## config.mk

```make
export PLATFORM = sky130hd
export DESIGN_NAME = signed_divide_by_invariant_core
export DESIGN_NICKNAME = d
export VERILOG_FILES = /design/src/sv/sdi_pkg.sv /design/src/sv/signed_divide_by_invariant_core.sv /design/src/sv/sdi_setup.sv
export SDC_FILE = /design/constraint.sdc
export NUM_CORES = 2
export LEC_CHECK = 0
export BUFFER_PORTS_ARGS = -buffer_cell sky130_fd_sc_hd__buf_2
export CAP_MARGIN = 20
export CORE_UTILIZATION = 35
export CTS_BUF_LIST = sky130_fd_sc_hd__clkbuf_16
export CTS_CLUSTER_DIAMETER = 100
export DETAILED_ROUTE_END_ITERATION = 12
export GPL_TIMING_DRIVEN = 0
export SYNTH_ARGS = -nofsm -noshare
export SYNTH_HDL_FRONTEND = slang
export SYNTH_SLANG_ARGS = --single-unit
```

## constraint.sdc

```tcl
create_clock -name clk -period 15.35 [get_ports clk]
set_input_delay 2.3025 -clock clk [delete_from_list [all_inputs] [get_ports clk]]
set_output_delay 2.3025 -clock clk [all_outputs]
set_load 0.03 [all_outputs]
```

## src/sv/sdi_pkg.sv

```systemverilog
// ----------------------------------------------------------------------------
// sdi_pkg
// widths, path codes and the derived divisor setup shared by the divider
// ----------------------------------------------------------------------------
package sdi_pkg;

	localparam int W  = 32;
	localparam int LW = $clog2(W);

	typedef logic [2:0] path_t;

	localparam path_t PATH_ZERO  = 3'd0;
	localparam path_t PATH_ONE   = 3'd1;
	localparam path_t PATH_POW2  = 3'd2;
	localparam path_t PATH_SMALL = 3'd3;
	localparam path_t PATH_LARGE = 3'd4;

	typedef struct packed {
		path_t               path;
		logic                neg;
		logic [LW-1:0]       shift;
		logic [W-1:0]        bias;
		logic signed [W+1:0] mult;
	} cfg_t;

endpackage

```

## src/sv/signed_divide_by_invariant_core.sv

```systemverilog
// dividend_s1 then quotient_q/done registers; one dividend per cycle while busy is low
// busy is high only during setup after a nonzero divisor write; start is taken when low
// a power-of-two divisor write sets busy for the log search only, other nonzero
// ones for the log search, two long divisions and the shift reductions
// reset: divisor reads as 1, pipeline empty, busy and done low
// ----------------------------------------------------------------------------
// signed_divide_by_invariant_core
// signed divide by a register-held divisor: multiply-high or biased shift, truncating
// ----------------------------------------------------------------------------
module signed_divide_by_invariant_core (
	input  logic                         clk,
	input  logic                         arst_n,
	input  logic                         start,
	output logic                         busy,
	input  logic signed [sdi_pkg::W-1:0] dividend,
	input  logic                         wr_en,
	input  logic signed [sdi_pkg::W-1:0] wr_data,
	output logic                         done,
	output logic signed [sdi_pkg::W-1:0] quotient,
	output logic                         zero_divisor
);
	import sdi_pkg::*;

	cfg_t                  cfg;
	logic                  setup_busy;
	logic                  accept;

	logic                  valid_s1;
	logic signed [W-1:0]   dividend_s1;

	logic                  done_q;
	logic [W-1:0]          quotient_q;
	logic                  zero_q;

	logic signed [W+1:0]   mult;
	logic signed [2*W+1:0] prod;
	logic signed [W+2:0]   base;
	logic signed [W+2:0]   addend;
	logic signed [W+2:0]   sum;
	logic signed [W+2:0]   shifted;
	logic                  fix;
	logic [W-1:0]          t;
	logic [W-1:0]          res;

	sdi_setup u_setup (
		.clk     (clk),
		.arst_n  (arst_n),
		.wr_en   (wr_en),
		.wr_data (wr_data),
		.busy    (setup_busy),
		.cfg     (cfg)
	);

	assign busy   = setup_busy;
	assign accept = start && !setup_busy;

	assign mult = cfg.mult;
	assign prod = mult * dividend_s1;

	always_comb begin
		base   = (W+3)'(dividend_s1);
		addend = '0;
		fix    = 1'b0;
		case (cfg.path)
			PATH_SMALL: begin
				base = (W+3)'($signed(prod[2*W+1:W]));
				fix  = dividend_s1[W-1];
			end
			PATH_LARGE: begin
				base   = (W+3)'($signed(prod[2*W+1:W]));
				addend = (W+3)'(dividend_s1);
				fix    = dividend_s1[W-1];
			end
			PATH_POW2: begin
				if (dividend_s1[W-1]) begin
					addend = (W+3)'({1'b0, cfg.bias});
				end
			end
			default: begin
			end
		endcase
		sum     = base + addend;
		shifted = sum >>> cfg.shift;
		t       = shifted[W-1:0];
		res     = cfg.neg ? (~t + W'(!fix)) : (t + W'(fix));
	end

	always_ff @(posedge clk or negedge arst_n) begin
		if (!arst_n) begin
			valid_s1 <= 1'b0;
			done_q   <= 1'b0;
		end else begin
			valid_s1 <= accept;
			done_q   <= valid_s1;
		end
	end

	always_ff @(posedge clk) begin
		if (accept) begin
			dividend_s1 <= dividend;
		end
		if (valid_s1) begin
			quotient_q <= (cfg.path == PATH_ZERO) ? '0 : res;
			zero_q     <= cfg.path == PATH_ZERO;
		end
	end

	assign done         = done_q;
	assign quotient     = quotient_q;
	assign zero_divisor = zero_q;

endmodule

```

## src/sv/sdi_setup.sv

```systemverilog
// ----------------------------------------------------------------------------
// sdi_setup
// divisor register and sequencer deriving ceil log2, magic multiplier and shift
// ----------------------------------------------------------------------------
module sdi_setup (
	input  logic                  clk,
	input  logic                  arst_n,
	input  logic                  wr_en,
	input  logic [sdi_pkg::W-1:0] wr_data,
	output logic                  busy,
	output sdi_pkg::cfg_t         cfg
);
	import sdi_pkg::*;

	localparam logic [1:0] ST_IDLE = 2'd0;
	localparam logic [1:0] ST_LOG  = 2'd1;
	localparam logic [1:0] ST_DIV  = 2'd2;
	localparam logic [1:0] ST_RED  = 2'd3;

	localparam logic [LW:0]  CNT_LAST = (LW+1)'(2*W-1);
	localparam logic [LW:0]  CNT_W    = (LW+1)'(W);
	localparam logic [W+1:0] TWO_W    = (W+2)'(1) << W;

	logic [1:0]    state_q;
	cfg_t          cfg_q;
	logic [W-1:0]  mag_q;
	logic [W-1:0]  pw_q;
	logic [LW-1:0] l_q;
	logic [LW:0]   cnt_q;
	logic [W-1:0]  rlo_q;
	logic [W-1:0]  rhi_q;
	logic [W:0]    qlo_q;
	logic [W:0]    qhi_q;

	logic [W-1:0]  wr_mag;
	logic          bit_lo;
	logic          bit_hi;
	logic [W:0]    trial_lo;
	logic [W:0]    trial_hi;
	logic          ge_lo;
	logic          ge_hi;
	logic [W-1:0]  rem_lo_nx;
	logic [W-1:0]  rem_hi_nx;
	logic          shrink;

	assign wr_mag    = wr_data[W-1] ? (~wr_data + 1'b1) : wr_data;
	assign bit_lo    = cnt_q == (CNT_W + {1'b0, l_q});
	assign bit_hi    = bit_lo || (cnt_q == ({1'b0, l_q} + (LW+1)'(1)));
	assign trial_lo  = {rlo_q, bit_lo};
	assign trial_hi  = {rhi_q, bit_hi};
	assign ge_lo     = trial_lo >= {1'b0, mag_q};
	assign ge_hi     = trial_hi >= {1'b0, mag_q};
	assign rem_lo_nx = ge_lo ? W'(trial_lo - {1'b0, mag_q}) : trial_lo[W-1:0];
	assign rem_hi_nx = ge_hi ? W'(trial_hi - {1'b0, mag_q}) : trial_hi[W-1:0];
	assign shrink    = (qlo_q[W:1] < qhi_q[W:1]) && (l_q != '0);

	assign busy = state_q != ST_IDLE;
	assign cfg  = cfg_q;

	// sequencer and derived setup
	always_ff @(posedge clk or negedge arst_n) begin
		if (!arst_n) begin
			state_q    <= ST_IDLE;
			cfg_q.path <= PATH_ONE;
			cfg_q.neg  <= 1'b0;
			cfg_q.shift <= '0;
			cfg_q.bias <= '0;
			cfg_q.mult <= '0;
		end else if (wr_en) begin
			cfg_q.neg <= wr_data[W-1];
			if (wr_data == '0) begin
				cfg_q.path  <= PATH_ZERO;
				cfg_q.shift <= '0;
				cfg_q.bias  <= '0;
				cfg_q.mult  <= '0;
				state_q     <= ST_IDLE;
			end else begin
				state_q <= ST_LOG;
			end
		end else begin
			case (state_q)
				ST_LOG: begin
					if (pw_q >= mag_q) begin
						if (pw_q == mag_q) begin
							cfg_q.path  <= (l_q == '0) ? PATH_ONE : PATH_POW2;
							cfg_q.shift <= l_q;
							cfg_q.bias  <= pw_q - 1'b1;
							cfg_q.mult  <= '0;
							state_q     <= ST_IDLE;
						end else begin
							state_q <= ST_DIV;
						end
					end
				end
				ST_DIV: begin
					if (cnt_q == '0) begin
						state_q <= ST_RED;
					end
				end
				ST_RED: begin
					if (!shrink) begin
						cfg_q.shift <= l_q;
						cfg_q.bias  <= '0;
						if (qhi_q[W:W-1] == 2'b00) begin
							cfg_q.path <= PATH_SMALL;
							cfg_q.mult <= (W+2)'(qhi_q);
						end else begin
							cfg_q.path <= PATH_LARGE;
							cfg_q.mult <= (W+2)'(qhi_q) - TWO_W;
						end
						state_q <= ST_IDLE;
					end
				end
				default: begin
				end
			endcase
		end
	end

	// log search, two long divisions, shift reduction
	always_ff @(posedge clk) begin
		if (wr_en) begin
			mag_q <= wr_mag;
			pw_q  <= W'(1);
			l_q   <= '0;
		end else begin
			case (state_q)
				ST_LOG: begin
					if (pw_q < mag_q) begin
						pw_q <= pw_q << 1;
						l_q  <= l_q + 1'b1;
					end else begin
						cnt_q <= CNT_LAST;
						rlo_q <= '0;
						rhi_q <= '0;
						qlo_q <= '0;
						qhi_q <= '0;
					end
				end
				ST_DIV: begin
					rlo_q <= rem_lo_nx;
					rhi_q <= rem_hi_nx;
					qlo_q <= {qlo_q[W-1:0], ge_lo};
					qhi_q <= {qhi_q[W-1:0], ge_hi};
					cnt_q <= cnt_q - 1'b1;
				end
				ST_RED: begin
					if (shrink) begin
						qlo_q <= qlo_q >> 1;
						qhi_q <= qhi_q >> 1;
						l_q   <= l_q - 1'b1;
					end
				end
				default: begin
				end
			endcase
		end
	end

endmodule

```

* Word-level counts from Yosys, hierarchy flattened
Index checks and enable logic that the tools add are counted.
Word-level totals: register bits 349, output and inout bits 35, input bits 68
Cells by class: bitwise operators 3, magnitude comparators 5, equal/unequal tests 17, add/subtract/negate cells 13, mux-type cells 43, reduce and logical (&&, ||, !) cells 24, multipliers 1, shifts and indexed selects 1
Operator list (number):
- $mux W71 | 5
- $pmux W33 S3 | 2
- $mux W32 | 5
- $pmux W71 S2 | 1
- $pmux W32 S2 | 2
- $mux W33 | 3
- $pmux W35 S2 | 1
- $ge A33 B32 Y1 | 2
- $mul A34 B32 Y66 | 1
- $add A32 B1 Y32 | 2
- $lt A32 B32 Y1 | 2
- $not A32 Y32 | 2
- $sub A32 B32 Y32 | 2
- $add A35 B35 Y35 | 1
- $mux W35 | 1
- $sshr A35 B5 Y32 | 1
- $mux W34 | 1
- $sub A33 B33 Y34 const B | 1
- $add A32 B1 Y32 const B | 1
- $eq A32 B32 Y1 | 1
- $ge A32 B32 Y1 | 1
- $logic_not A32 Y1 | 1
- $sub A32 B1 Y32 const B | 1
- $mux W31 | 1
- other kinds (40) | 66

* Depth between registers and ports, before layout
depth in word-level cells 8, gate-level depth with buffers 53, depth with buffers taken out 49

* Hierarchy
Synthesis repeated with hierarchy kept, for this count alone.
Second synthesis, totals: cell total of the unflattened synthesis 6912, area, all modules 64295.4 µm²
Modules (own cells, without submodules):
- signed_divide_by_invariant_core | cells an instance 5216, area each 47076.4 µm², instances 1
- sdi_setup | cells an instance 1696, area each 17219.0 µm², instances 1

* Worst setup path after synthesis
OpenSTA, ideal clock, no wires.
kind reg2reg, from register dividend_s1[2], to register quotient_q[31] (netlist: quotient[31]), data pin, clock period less this slack 12.729 ns, required time 15.084 ns, cell stages (with the launch flop) 49, slack 2.621 ns, arrival time 12.463 ns, cell sequence edfxtp_1 clkbuf_1 clkbuf_1 nand2_1 fa_1 fa_1 fa_1 fa_1 inv_1 fa_1 inv_1 fa_1 inv_1 fa_1 fa_1 ha_1 a21oi_1 nand2_1 (+13 left out) ha_1 and3_1 and2_1 a21o_1 or3_1 o31ai_2 o32ai_1 or4_1 buf_2 a31o_1 mux4_2 o21bai_1 or4_1 buf_2 or4_4 o31ai_2 and3_1 nor3_2
On the way: cells in the longest elaborated chain, start to end 7, elaborated cells between the ends (all ways) 9
Ends and longest elaborated chain:
- from (decl) | line signed_divide_by_invariant_core.sv:29 | logic signed [W-1:0] dividend_s1;
- from (signal assigned) | line signed_divide_by_invariant_core.sv:100 | dividend_s1 <= dividend;
- $mul A34 B32 Y66 | line signed_divide_by_invariant_core.sv:58 | assign prod = mult * dividend_s1;
- $mux W35 | line signed_divide_by_invariant_core.sv:64 | case (cfg.path)
- $add A35 B35 Y35 * | line signed_divide_by_invariant_core.sv:82 | sum = base + addend;
- $sshr A35 B5 Y32 * | line signed_divide_by_invariant_core.sv:83 | shifted = sum >>> cfg.shift;
- $not A32 Y32 | line signed_divide_by_invariant_core.sv:85 | res = cfg.neg ? (~t + W'(!fix)) : (t + W'(fix));
- $add A32 B1 Y32 | line signed_divide_by_invariant_core.sv:85
- $mux W32 * | line signed_divide_by_invariant_core.sv:85
- to (signal assigned) | line signed_divide_by_invariant_core.sv:103 | quotient_q <= (cfg.path == PATH_ZERO) ? '0 : res;
- to (decl) | line signed_divide_by_invariant_core.sv:32 | logic [W-1:0] quotient_q;
Every way passes the cells marked *; elsewhere a longest branch is shown, timed or not. A chain may end at the register's enable or synchronous reset.

* Worst setup path in the final report
from register, netlist name u_setup.cfg[19], to register quotient_q[31] (netlist: quotient[31]), data pin
On the way: cells in the longest elaborated chain, start to end 7, elaborated cells between the ends (all ways) 8
Ends and longest elaborated chain (line):
- $mul A34 B32 Y66 * | signed_divide_by_invariant_core.sv:58
- $mux W35 * | signed_divide_by_invariant_core.sv:64
- $add A35 B35 Y35 * | signed_divide_by_invariant_core.sv:82
- $sshr A35 B5 Y32 * | signed_divide_by_invariant_core.sv:83
- $not A32 Y32 | signed_divide_by_invariant_core.sv:85
- $add A32 B1 Y32 | signed_divide_by_invariant_core.sv:85
- $mux W32 * | signed_divide_by_invariant_core.sv:85
Marked as above.

==> results.txt <==
----------------------------------------------------
[Synthesis]
  Cell variety after synth ... 100
  Number of warnings reported in the yosys synthesis log ... 0
  Area share of the largest cell type after synthesis ... 36.23%
  Post-synth EDFFs ... 233
  Post-synthesis net count ... 8387
  Most repeated cell in the gate-level netlist after synthesis ... sky130_fd_sc_hd__fa_1
  Most used DFF post-synth ... sky130_fd_sc_hd__edfxtp_1
  Mean area per synthesized cell ... 9.211 um^2
  Total of flip-flops plus latches after synthesis ... 348
  Mapped Cells ... 6821
  Leading cell types by total area after synthesis ... sky130_fd_sc_hd__fa_1, sky130_fd_sc_hd__edfxtp_1, sky130_fd_sc_hd__ha_1
  Post-Syn Area ... 62830 um^2
  Most used standard cells in the synthesized netlist ... sky130_fd_sc_hd__fa_1, sky130_fd_sc_hd__inv_1, sky130_fd_sc_hd__nand2_1, sky130_fd_sc_hd__and2_1, sky130_fd_sc_hd__ha_1
  Sequential share of the synthesized area ... 15.42%
  Async set or reset register ratio after synthesis ... 22.41%
  Cell taking the most area after synthesis ... sky130_fd_sc_hd__fa_1

[Global route]
  Initial antenna violation count ... 7
  First-pass GRT wire length ... 361000 um
  GRT Overall Usage ... 27.17%
  Total congestion overflow after global routing ... 0
  Largest net degree at the start of global routing ... 62
  Vias in the first global route ... 54190

[Layout]
  Post-layout net count ... 8629
  Relative area change from synthesis to final layout ... 11.44%
  Proportion of layout cells with a drive suffix above 1 ... 8.565%
  Final Non-Filler Cells ... 9457

[Outcome]
  Violations in the final reports ... negative setup slack
  Result of the run ... complete, but fails checks

[Floorplan]
  Total I/O pin count ... 103
  Starting density of the core ... 35.21%
  Die width ... 425.7 um
  Full die area ... 181200 um^2
  Core Rows ... 155
  Area inside the core boundary ... 178400 um^2
  Vert. Die Dim ... 425.7 um

[CTS]
  H-tree levels ... 2
  Clock root buffer master ... sky130_fd_sc_hd__clkbuf_16
  Sinks on the clock net ... 348
  TritonCTS buffer count ... 44
  TritonCTS clock tree ... built
  Maximum root-to-sink buffer count ... 3
  Worst skew pair latency ... 0.65 ns
  Clock transition at the registers of the reported paths ... 0.06 ns

[Timing]
  Final-report max-slew violation count ... 0
  Actual slew at the worst max-slew pin ... 1.132 ns
  Final worst slack ... -0.0007194 ns
  Final Hold Fails ... 0
  Total of endpoints with negative setup slack in the final report ... 1
  Maximum clock frequency ... 65.14 MHz
  Post-Route Hold Slack ... 0.4774 ns
  Final critical-path share of the clock period ... 100.0%
  Largest clock skew in the final design ... 0.03674 ns
  Fin crit period ... 15.35 ns
  Slew Limit Headroom ... 24.52%

[Setup path]
  Maximum single-stage delay on the critical path ... 0.61 ns
  WP data arrival ... 15.74 ns
  Crit. End Element ... flip-flop
  Cell with the largest stage delay on the worst path ... sky130_fd_sc_hd__fa_2
  Startpoint class of the critical path ... flip-flop
  Critical path data required time ... 15.74 ns
  Type of the setup path with the least slack ... flip-flop to flip-flop
  Cell count of the worst reg-to-reg path ... 48
  Library cell appearing most often on the critical path ... sky130_fd_sc_hd__fa_1
  Largest driver fanout on the critical path ... 10

[Placement]
  Number of input and output port buffers inserted ... 102
  Post-DP HPWL ... 203200 um
  Number of placed instances with taps included ... 9310
  Placer congestion estimate ... 1.017

[Drt]
  First-pass iteration count of the detailed router ... 7
  Via/cell ratio ... 5.532
  DR vias ... 52320
  Detailed-route DRC error count ... 0
  Wirelength, routed ... 245000 um
  Number of violations reported at the end of detailed-routing iteration 0 ... 5207
  Remaining antenna violation count after routing ... 0
  Mean routed wirelength per cell ... 25.90 um

[Worst hold path]
  Classification of the worst-slack hold path ... flip-flop to flip-flop
  Worst Hold Depth ... 1

[Job]
  Max_cap viols ... 0

----------------------------------------------------
[kinds of logic after synthesis]
family | Yosys count | share of synthesized area [%]
AND/OR/NAND/NOR | 2245 | 17.44
adder cells (fa/ha/maj) | 1498 | 43.42
buffers and inverters | 1465 | 8.785
AO/OA/AOI/OAI | 996 | 10.82
flip-flops | 348 | 15.42
XOR/XNOR | 195 | 2.718
multiplexers | 74 | 1.390
[per-layer routing]
metal / vias to the layer above / GRT usage (%) / routed length (um)
li1: 22510 / - / -
met5: - / 0 / 13
met4: 2 / 13.62 / 15370
met1: 26810 / 35.72 / 99710
met2: 2424 / 42.24 / 107600
met3: 571 / 5.739 / 22290
[critical path: cells and delay by family, from the launching register on]
family	cells	cell delay [ns]
buf+inv	8	1.30
mux	1	0.55
flops	1	0.58
fa+ha+maj	10	4.95
xor+xnor	1	0.32
simple gates	11	3.33
compound gates	17	4.03
[sequential cells by signal (all words and copies together) (netlist names), 6 cells and up]
register and count:
u_setup.cfg 74, u_setup.qhi_q 33, u_setup.qlo_q 33, dividend_s1 32
quotient 32, u_setup.mag_q 32, u_setup.pw_q 32, u_setup.rhi_q 32
u_setup.rlo_q 32, u_setup.cnt_q 6
[per-stage QoR]
step | TNS (ns) | utilization [%] | instance area, um^2 | setup WS (ns)
6_report | -0.0007194 | 39.24 | 70010 | -0.0007194
5_1_grt | -0.01358 | 39.23 | 70000 | -0.01195
4_1_cts | 0 | 38.95 | 69490 | 0.007629
3_5_place_dp | -91.64 | 37.42 | 66770 | -3.539
3_3_place_gp | -131.15 | 37.15 | 66280 | -5.001
2_1_floorplan | 0 | - | 62830 | 2.621
[worst paths after layout]
| kind | start | slack, ns | endpoint |
|---|---|---|---|
| max in group asynchronous | arst_n | 13.01 | u_setup.cfg[20] |
| max reg2reg | u_setup.cfg[19] | -0.0007 | quotient[31] |
| min | u_setup.qhi_q[32] | 0.48 | u_setup.cfg[32] |
| min in group asynchronous | arst_n | 1.59 | valid_s1 |
| min reg2reg | u_setup.qhi_q[32] | 0.48 | u_setup.cfg[32] |
| max | u_setup.cfg[19] | -0.0007 | quotient[31] |
[layout make-up]
cell class / count / area [um^2]
Fill cell: 17990 / 108400
Antenna cell: 3 / 7.507
Timing Repair Buffer: 221 / 1891
Buffer: 358 / 1643
Clock inverter: 37 / 375.4
Inverter: 1082 / 4064
Clock buffer: 45 / 1126
Tap cell: 2355 / 2947
Sequential cell: 348 / 9704
Multi-Input combinational cell: 5008 / 48250
[layout by cell type (no fill, tap or decap), types with 125 or more instances in the layout]
master	n
sky130_fd_sc_hd__xnor2_1	139
sky130_fd_sc_hd__nand3_1	125
sky130_fd_sc_hd__o21ai_0	161
sky130_fd_sc_hd__fa_1	1132
sky130_fd_sc_hd__inv_1	1085
sky130_fd_sc_hd__edfxtp_1	233
sky130_fd_sc_hd__a21oi_1	196
sky130_fd_sc_hd__and2_1	524
sky130_fd_sc_hd__nor2_1	283
sky130_fd_sc_hd__clkbuf_1	184
sky130_fd_sc_hd__ha_1	359
sky130_fd_sc_hd__nand2_1	904
sky130_fd_sc_hd__buf_2	125
[timing repair]
item,4_1_cts,5_1_grt
endpoints found under the setup margin,32,27
setup buffers,73,13
cloned,0,0
gates resized for setup,175,209
hold endpoints to repair,0,0
hold buffers,0,0
pin swaps,5,14
Power is left out: the tool's default activity adds up to more than one toggle a clock period on the data nets, which glitch-free logic cannot reach.
